### src/hdl/b64d_pkg.sv
package b64d_pkg;

  // Width of the internal decoded-byte counter.
  localparam int unsigned COUNT_BITS = 16;

  // Pad character '=' and the width of one base64 digit.
  localparam logic [7:0] PAD_CHAR = 8'd61;
  localparam int unsigned SEXTET_BITS = 6;

  // Largest value the counter can hold.
  localparam logic [COUNT_BITS-1:0] COUNT_MAX = {COUNT_BITS{1'b1}};

  // Reset value of the capacity register.
  localparam logic [15:0] CAPACITY_RESET = 16'hFFFF;

  // One character mapped through the alphabet.
  typedef struct packed {
    logic                   valid;
    logic [SEXTET_BITS-1:0] value;
  } sextet_t;

  // One result item as it sits in the output or skid register.
  typedef struct packed {
    logic [7:0]  data_byte;
    logic        byte_valid;
    logic        done_res;
    logic        error;
    logic [15:0] byte_count;
  } result_t;

endpackage

### src/hdl/b64d_sextet_map.sv
module b64d_sextet_map (
  input  logic [7:0]        symbol,
  output b64d_pkg::sextet_t sextet
);
  import b64d_pkg::*;

  // Map one character of the standard alphabet to its 6-bit value.
  always_comb begin
    sextet.valid = 1'b1;
    sextet.value = '0;
    if (symbol inside {[8'd65:8'd90]}) begin
      sextet.value = SEXTET_BITS'(symbol - 8'd65);
    end else if (symbol inside {[8'd97:8'd122]}) begin
      sextet.value = SEXTET_BITS'(symbol - 8'd71);
    end else if (symbol inside {[8'd48:8'd57]}) begin
      sextet.value = SEXTET_BITS'(symbol + 8'd4);
    end else if (symbol == 8'd43) begin
      sextet.value = SEXTET_BITS'(62);
    end else if (symbol == 8'd47) begin
      sextet.value = SEXTET_BITS'(63);
    end else begin
      sextet.valid = 1'b0;
    end
  end

endmodule

### src/hdl/base64_stream_decoder.sv
// Each result item is registered, in the skid register first if the result register is held.
// Throughput: one input item per cycle; a result register plus a one-item skid register
// let the input keep flowing while a result waits, and in_stall rises only when both are full.
// Reset (rst, synchronous, active high) clears the stream state, empties both result registers,
// and sets output_capacity to 65535.
module base64_stream_decoder (
  input  logic        clk,
  input  logic        rst,
  input  logic        cfg_write_en,
  input  logic [15:0] cfg_write_data,
  input  logic        in_valid,
  output logic        in_stall,
  input  logic [7:0]  symbol,
  input  logic        last,
  output logic        out_valid,
  input  logic        out_stall,
  output logic [7:0]  data_byte,
  output logic        byte_valid,
  output logic        done_res,
  output logic        error,
  output logic [15:0] byte_count
);
  import b64d_pkg::*;

  logic [15:0]           output_capacity;
  logic [1:0]            group_position, group_position_next;
  logic [5:0]            previous_sextet, previous_sextet_next;
  logic [1:0]            pad_count, pad_count_next;
  logic                  error_seen, error_seen_next;
  logic [COUNT_BITS-1:0] decoded_count, decoded_count_next;
  logic                  over_capacity, over_capacity_next;

  sextet_t sextet;
  result_t result, out_reg, skid;
  logic    skid_valid;
  logic    in_accept, has_result, out_free;
  logic    have_byte;
  logic [7:0] byte_value;
  logic [31:0] count_wide;

  b64d_sextet_map u_sextet_map (
    .symbol (symbol),
    .sextet (sextet)
  );

  assign in_stall  = skid_valid;
  assign in_accept = in_valid && !in_stall;
  assign out_free  = !out_valid || !out_stall;

  // Capacity register.
  always_ff @(posedge clk) begin
    if (rst) begin
      output_capacity <= CAPACITY_RESET;
    end else if (cfg_write_en) begin
      output_capacity <= cfg_write_data;
    end
  end

  // Per-character decode and stream state update.
  always_comb begin
    group_position_next  = group_position + 2'd1;
    previous_sextet_next = previous_sextet;
    pad_count_next       = pad_count;
    error_seen_next      = error_seen;
    decoded_count_next   = decoded_count;
    over_capacity_next   = over_capacity;
    have_byte            = 1'b0;
    byte_value           = '0;

    if (symbol == PAD_CHAR) begin
      if (pad_count >= 2'd2) begin
        error_seen_next = 1'b1;
      end else begin
        pad_count_next = pad_count + 2'd1;
      end
    end else if (!sextet.valid || pad_count != 2'd0) begin
      error_seen_next = 1'b1;
    end else begin
      case (group_position)
        2'd1:    byte_value = {previous_sextet, sextet.value[5:4]};
        2'd2:    byte_value = {previous_sextet[3:0], sextet.value[5:2]};
        2'd3:    byte_value = {previous_sextet[1:0], sextet.value};
        default: byte_value = '0;
      endcase
      previous_sextet_next = sextet.value;
      if (group_position != 2'd0 && !error_seen) begin
        have_byte = 1'b1;
        if (32'(decoded_count) >= 32'(output_capacity)) begin
          over_capacity_next = 1'b1;
        end
        if (decoded_count != COUNT_MAX) begin
          decoded_count_next = decoded_count + 1'b1;
        end
      end
    end

    count_wide = 32'(decoded_count_next);

    // Build the result item for this character.
    has_result        = have_byte || last;
    result.data_byte  = have_byte ? byte_value : 8'd0;
    result.byte_valid = have_byte;
    result.done_res   = last;
    result.error      = last && (error_seen_next || over_capacity_next ||
                                 group_position_next != 2'd0);
    result.byte_count = !last ? 16'd0 :
                        (count_wide > 32'h0000_FFFF) ? 16'hFFFF : count_wide[15:0];
  end

  // Stream state registers; the final character clears them for the next string.
  always_ff @(posedge clk) begin
    if (rst) begin
      group_position  <= '0;
      previous_sextet <= '0;
      pad_count       <= '0;
      error_seen      <= 1'b0;
      decoded_count   <= '0;
      over_capacity   <= 1'b0;
    end else if (in_accept) begin
      if (last) begin
        group_position  <= '0;
        previous_sextet <= '0;
        pad_count       <= '0;
        error_seen      <= 1'b0;
        decoded_count   <= '0;
        over_capacity   <= 1'b0;
      end else begin
        group_position  <= group_position_next;
        previous_sextet <= previous_sextet_next;
        pad_count       <= pad_count_next;
        error_seen      <= error_seen_next;
        decoded_count   <= decoded_count_next;
        over_capacity   <= over_capacity_next;
      end
    end
  end

  // Result register with a one-item skid register behind it.
  always_ff @(posedge clk) begin
    if (rst) begin
      out_valid  <= 1'b0;
      skid_valid <= 1'b0;
    end else if (out_free) begin
      if (skid_valid) begin
        out_valid  <= 1'b1;
        skid_valid <= 1'b0;
      end else begin
        out_valid <= in_accept && has_result;
      end
    end else if (in_accept && has_result) begin
      skid_valid <= 1'b1;
    end
  end

  // Payload of the two result registers.
  always_ff @(posedge clk) begin
    if (out_free) begin
      out_reg <= skid_valid ? skid : result;
    end else if (in_accept && has_result) begin
      skid <= result;
    end
  end

  assign data_byte  = out_reg.data_byte;
  assign byte_valid = out_reg.byte_valid;
  assign done_res   = out_reg.done_res;
  assign error      = out_reg.error;
  assign byte_count = out_reg.byte_count;

  // The skid register only fills while the result register is held.
  assert property (@(posedge clk) disable iff (rst) in_stall |-> out_valid)
    else $error("skid register full while result register is empty");

  // Every presented result item carries a byte or the done status.
  assert property (@(posedge clk) disable iff (rst) out_valid |-> (byte_valid || done_res))
    else $error("empty result item presented");

  // Error and count are only reported with done.
  assert property (@(posedge clk) disable iff (rst)
      (out_valid && !done_res) |-> (!error && byte_count == 16'd0))
    else $error("status reported on a result item without done");

  // A held result item does not turn into a different one while stalled.
  assert property (@(posedge clk) disable iff (rst)
      (out_valid && out_stall) |=> (out_valid && $stable(done_res) && $stable(data_byte)))
    else $error("result item changed while stalled");

endmodule
### config.mk
export PLATFORM = sky130hd
export DESIGN_NAME = base64_stream_decoder
export DESIGN_NICKNAME = d
export VERILOG_FILES = /design/src/hdl/b64d_pkg.sv /design/src/hdl/b64d_sextet_map.sv /design/src/hdl/base64_stream_decoder.sv
export SDC_FILE = /design/constraint.sdc
export NUM_CORES = 1
export LEC_CHECK = 0
export ABC_AREA = 1
export BUFFER_PORTS_ARGS = -buffer_cell sky130_fd_sc_hd__buf_2
export CAP_MARGIN = 20
export CORE_AREA = 2 2 117 119
export CTS_BUF_LIST = sky130_fd_sc_hd__clkbuf_16
export DETAILED_ROUTE_END_ITERATION = 10
export DIE_AREA = 0 0 119 121
export GPL_TIMING_DRIVEN = 0
export PLACE_DENSITY_LB_ADDON = 0.1
export SYNTH_ARGS = -nofsm -noshare
export SYNTH_HDL_FRONTEND = slang
export SYNTH_SLANG_ARGS = --single-unit
### constraint.sdc
create_clock -name clk -period 5 [get_ports clk]
set_clock_uncertainty 0.05 [all_clocks]
set_input_delay 0.5 -clock clk [delete_from_list [all_inputs] [get_ports clk]]
set_output_delay 0.5 -clock clk [all_outputs]
set_load 0.1 [all_outputs]
Word-level counts from Yosys, hierarchy flattened. Index checks and enable logic that the tools add are counted.

Output and inout port bits: 29. Memory bits (writable): 0. Word-level logic and storage cells: 110. ROM bits: 0. Register bits after elaboration: 100. Bits of input ports: 30. Memories kept: 0. Latch bits: 0.

Reduce and logical (&&, ||, !) cells: 25. Multiplexer cells: 41. Add/sub/neg operators: 6. Order comparisons: 8. Div/mod/pow operators: 0. $mul: 0. Eq/ne operators: 10. Shift-type cells: 0. Bitwise gates (word level): 1.

Operators by type and width (count): 16-bit two-way mux (6); 6-bit two-way mux (8); 27-bit two-way mux (1); 8-bit by 6-bit equality test with 1-bit output (second input constant) (3); 8-bit two-way mux (3); 8-bit case mux with 3 select lines (1); 1-bit two-way mux (18); 16-bit by 1-bit adder with 16-bit output (second input constant) (1); 16-bit >= comparator (1); 8-bit by 7-bit >= comparator with 1-bit output (second input constant) (2); 8-bit by 7-bit <= comparator with 1-bit output (second input constant) (2); 16-bit inequality test (second input constant) (1); 8-bit by 6-bit >= comparator with 1-bit output (second input constant) (1); 8-bit by 6-bit <= comparator with 1-bit output (second input constant) (1); 2-bit two-way mux (4); 2-bit nonzero test (4); 1-bit logical AND (7); 6-bit by 3-bit adder with 6-bit output (second input constant) (1); 2-bit inequality test (second input constant) (3); 3-bit AND reduction (2); 6-bit by 1-bit subtractor with 6-bit output (second input constant) (1); 6-bit by 3-bit subtractor with 6-bit output (second input constant) (1); 1-bit zero test (5); 1-bit logical OR (5); 7 further kinds (9).

Logic depth before layout (Yosys ltp).
Depth after elaboration: 14. Depth in mapped cells: 17.

Cells and area by module. From an unflattened synthesis, not the netlist that was laid out.

Cells, all modules: 731. Area total of the unflattened synthesis: 5690.5 um^2.

By module, submodules not included: base64_stream_decoder (cells an instance 604, instances 1, area an instance 5001.0 um^2); b64d_sextet_map (cells an instance 127, instances 1, area an instance 689.4 um^2).

Least setup slack after synthesis. Ideal clock, no wire load.

Path kind: register to register. From: register out_valid. To: register skid[0] (netlist name) (enable). Period minus slack after synthesis: 3.626 ns. Stages on the path, launching flop included: 3. Data arrival time: 3.166 ns. Setup slack: 1.374 ns. Buffers on the path: 0. Cells stage by stage: dfxtp_1 -> nand2_1 -> nor2_1.

Longest elaborated chain between the ends: 4.

RTL lines: from (decl) (RTL line base64_stream_decoder.sv:15) `output logic out_valid,`; from (signal assigned) (RTL line base64_stream_decoder.sv:148) `out_valid <= in_accept && has_result;`; 1-bit zero test (RTL line base64_stream_decoder.sv:48) `assign out_free = !out_valid || !out_stall;`; 1-bit logical OR (RTL line base64_stream_decoder.sv:48); named net out_free (RTL line base64_stream_decoder.sv:36) `logic in_accept, has_result, out_free;`; 1-bit NOT (no source line); 2-bit AND reduction (no source line); to (signal assigned) (RTL line base64_stream_decoder.sv:160) `skid <= result;`; to (decl) (RTL line base64_stream_decoder.sv:34) `result_t result, out_reg, skid;`.

The timed path passes the listed nets, and every way through them passes these cells. A chain may end at the register's enable or synchronous reset.

Worst setup path in the final report.
From: input port symbol[2]. To: register skid[12] (netlist name) (enable).

Longest elaborated chain between the ends: 13. Elaborated cells between the ends (all ways): 24. Those cells by class: order compare: 6; eq/ne: 3; mux: 7; reduce/logical: 8.

RTL lines: from (decl) (RTL line base64_stream_decoder.sv:13) `input logic [7:0] symbol,`; branches (longest 9 deep; another with 8-bit by 6-bit >= comparator with 1-bit output); 1-bit two-way mux * (RTL line base64_stream_decoder.sv:70) `if (symbol == PAD_CHAR) begin`; named net have_byte (RTL line base64_stream_decoder.sv:37) `logic have_byte;`; 1-bit logical OR * (RTL line base64_stream_decoder.sv:100) `has_result = have_byte || last;`; 1-bit logical AND * (RTL line base64_stream_decoder.sv:159) `end else if (in_accept && has_result) begin`; 2-bit AND reduction (no source line) *.

Mark *: on every way through the listed nets, which the timed path passes.

==> results.yml <==
status:
  status: "completed"
global_routing:
  grt_antenna_before_repair: 0
  grt_max_degree: 30
  globalRouteOverflowTotal: 0
  global_route_wire_length_before_repair_mm: 23.13
  first_global_vias: 4770
  grt_use_total_pct: 20.11
timing:
  achievable-frequency_ghz: 0.3175
  timing.final.crit_period_ps: 3150
  timing.final.max_slew_violations: 0
  finalHoldViolations: 0
  grt_setup_unrepaired: "no"
  totalNegativeSetupSlack_ps: 0
  tightest_slew_ps: 643.2
  finalSetupViolCount: 0
  min_period_over_period_pct: 62.99
  maxSlewHeadroom_pct: 57.12
placement:
  place.detailed.hpwl_mm: 10.67
  port-buffer-count: 56
  total_placed_instance_area_um2: 6315
  rd_place_congestion: 0.9135
yosys:
  netlist.area_leader.share_pct: 27.97
  syn-cell-area_um2: 5797
  synth_area_per_cell_um2: 7.528
  yosys-top-cells-area: "sky130_fd_sc_hd__edfxtp_1 (28%), sky130_fd_sc_hd__dfxtp_1 (16%), sky130_fd_sc_hd__nand2_1 (14%), sky130_fd_sc_hd__ha_1 (6.9%), sky130_fd_sc_hd__nand3_1 (6.7%)"
  ys_types: 40
  synth_common_cells: "sky130_fd_sc_hd__nand2_1 (223), sky130_fd_sc_hd__inv_1 (97), sky130_fd_sc_hd__nand3_1 (78), sky130_fd_sc_hd__edfxtp_1 (54), sky130_fd_sc_hd__a21oi_1 (53)"
  yosysMostFrequentCell: "sky130_fd_sc_hd__nand2_1"
  synthCells: 770
  synthesized_net_count: 832
  yosysWarningCount: 0
  synth_enable_flop_cells: 54
  synth_sequential_area_ratio_pct: 43.86
  top_cell_type_by_total_area_after_synthesis: "sky130_fd_sc_hd__edfxtp_1"
  synth.ff_latch_count: 100
  ys_async_sr_fraction_pct: 0
  synth-main-ff-cell: "sky130_fd_sc_hd__edfxtp_1"
setup_path:
  critical_register_to_register_path_startpoint: "group_position[0]"
  worstPathArrival_ps: 3150
  worstSetupStartpointType: "input port"
  timing_worst_setup_path_type: "in2reg"
  worstPathMaxFanout: 16
  r2r_slack_ps: 2180
  r2r_cells: 8
  r2r-end: "skid[12]"
  worst_ep_required_time_ps: 5010
  crit_path_capture_type: "flip-flop"
run:
  cap_viol_max_count: 0
floorplanning:
  die-height_um: 121
  start_util_pct: 44.30
  die-width_um: 119
  ioPinCount: 59
  design.die.area_um2: 14400
  fp.coreArea_um2: 13090
  row_count: 42
clocking:
  cts_resized: 0
  clock_latency_ps: 350
  tritoncts: "yes"
  ctsRootBufferMaster: "sky130_fd_sc_hd__clkbuf_16"
  cts.reportedPaths.clkPinSlew_ps: 60
  post_cts_hold_buffer_count: 0
  numCtsBuffers: 9
  cts.sinks: 100
  htreeDepth: 3
  postCtsSetupRepairBufs: 0
  max-clock-path-buffers: 2
drt:
  vias: 5147
  post_drt_via_cell_ratio: 5.046
  wl_per_cell_um: 13.55
  router_iterations_before_antenna_repair: 5
  final_routed_drc_violation_total: 0
  route.final.wire_length_mm: 13.82
  route.antenna.remaining_nets: 0
  detail_route.iter0.violations: 400
power:
  pwr_density_cell_nw_per_um2: 283.2
  report.power.total_mw: 1.869
  maximum_vdd_ir_drop_v: 0.0001252
  leak_nw: 3.093
layout:
  final_area_um2: 6598
  fillCellCount: 1286
  n_antenna_cell: 0
  synthToLayoutAreaGrowth_pct: 13.81
  finish.net_count: 901
  post_route_cells_drive_above_1_share_pct: 11.37
min_path:
  min_delay_path_depth: 3
  min-delay-path-class: "in2reg"
  min_delay_worst_endpoint: "output_capacity[5]"
  worstHoldStart: "cfg_write_data[5]"
[placed cells by master (no fill, tap or decap), types with 6 or more instances in the layout]
cell type                   Yosys  final
sky130_fd_sc_hd__nand2_1      223    223
sky130_fd_sc_hd__inv_1         97     98
sky130_fd_sc_hd__nand3_1       78     78
sky130_fd_sc_hd__buf_2          3     59
sky130_fd_sc_hd__edfxtp_1      54     54
sky130_fd_sc_hd__a21oi_1       53     53
sky130_fd_sc_hd__nor2_1        50     49
sky130_fd_sc_hd__dfxtp_1       46     46
sky130_fd_sc_hd__o21ai_0       37     37
sky130_fd_sc_hd__ha_1          32     32
sky130_fd_sc_hd__clkbuf_1      17     17
sky130_fd_sc_hd__nand4_1       16     16
sky130_fd_sc_hd__o21ai_1       14     14
sky130_fd_sc_hd__clkbuf_16      0      9
sky130_fd_sc_hd__nor3_1         6      6
[cell families (layout without fill, tap and decap cells)]
group	after synthesis	in the layout	synth area share [%]
AND/OR/NAND/NOR	390	390	29.07
buffers and inverters	125	199	8.504
AO/OA/AOI/OAI	117	117	10.75
flip-flops	100	100	43.86
adder cells (fa/ha/maj)	32	32	6.907
XOR/XNOR	6	6	0.9065
[flip-flops by register name (all words and copies together), names as in the netlist]
| register | flops |
|---|---|
| previous_sextet | 6 |
| group_position | 2 |
| pad_count | 2 |
| over_capacity | 1 |
| in_stall | 1 |
| byte_valid | 1 |
| byte_count | 16 |
| error_seen | 1 |
| error | 1 |
| data_byte | 8 |
| out_valid | 1 |
| decoded_count | 16 |
| output_capacity | 16 |
| done_res | 1 |
| skid | 27 |
[per-layer routing]
layer | global-route usage (%) | vias up | part of all wire (%)
met5 | 0 | - | 0
met4 | 7.813 | 0 | 2.0
met3 | 2.773 | 15 | 4.7
met2 | 31.61 | 135 | 44
met1 | 28.14 | 2312 | 49
li1 | - | 2685 | -
[how the worst max path moves through the flow]
stage | from | end
2_1_floorplan | out_valid | skid[0]
3_3_place_gp | symbol[2] | skid[11]
3_5_place_dp | symbol[2] | skid[11]
4_1_cts | symbol[2] | skid[12]
5_1_grt | symbol[2] | skid[6]
6_report | symbol[2] | skid[12]
[per-stage QoR]
step	std cells	hold WS (ps)	utilization, %	setup slack (ps)
floorplan	770	391.6	-	1374
global placement	1002	408.2	48.13	568.9
detailed placement	1003	415.8	48.26	1485
CTS	1019	309.3	50.31	1853
global route	1020	328.3	50.42	1565
finish	1020	319.1	50.42	1850
[layout make-up]
| cell class | instances | area [um2] | share of cell area (%) |
|---|---|---|---|
| multi-input cells | 545 | 2764 | 41.89 |
| flip-flops and latches | 100 | 2542 | 38.54 |
| inverters | 101 | 384.1 | 5.822 |
| repair buffers | 58 | 310.3 | 4.703 |
| clock buffers | 9 | 225.2 | 3.414 |
| well taps | 176 | 220.2 | 3.338 |
| plain buffers | 24 | 108.9 | 1.650 |
| clock inverters | 7 | 42.54 | 0.6448 |
[critical path, stage by stage]
cell and delay (ps):
sky130_fd_sc_hd__buf_2 140, sky130_fd_sc_hd__clkinv_1 260, sky130_fd_sc_hd__ha_1 390, sky130_fd_sc_hd__nand2_1 100, sky130_fd_sc_hd__nand2_1 60, sky130_fd_sc_hd__nand3_1 70
sky130_fd_sc_hd__nand2_1 50, sky130_fd_sc_hd__nand2_1 60, sky130_fd_sc_hd__nand2_2 120, sky130_fd_sc_hd__nand3_4 150, sky130_fd_sc_hd__nand3_2 170, sky130_fd_sc_hd__inv_2 240
sky130_fd_sc_hd__o21ai_2 90, sky130_fd_sc_hd__nor2_2 490, sky130_fd_sc_hd__buf_8 250
[where the power goes]
part	internal (mW)	leakage, nW	switching, mW	total, mW
Sequential	0.894	0.965	0.0121	0.906
Combinational	0.0740	1.99	0.255	0.329
Clock	0.335	0.136	0.299	0.633
Total	1.30	3.09	0.566	1.87
Note: power is estimated with default switching activity, not from simulation.
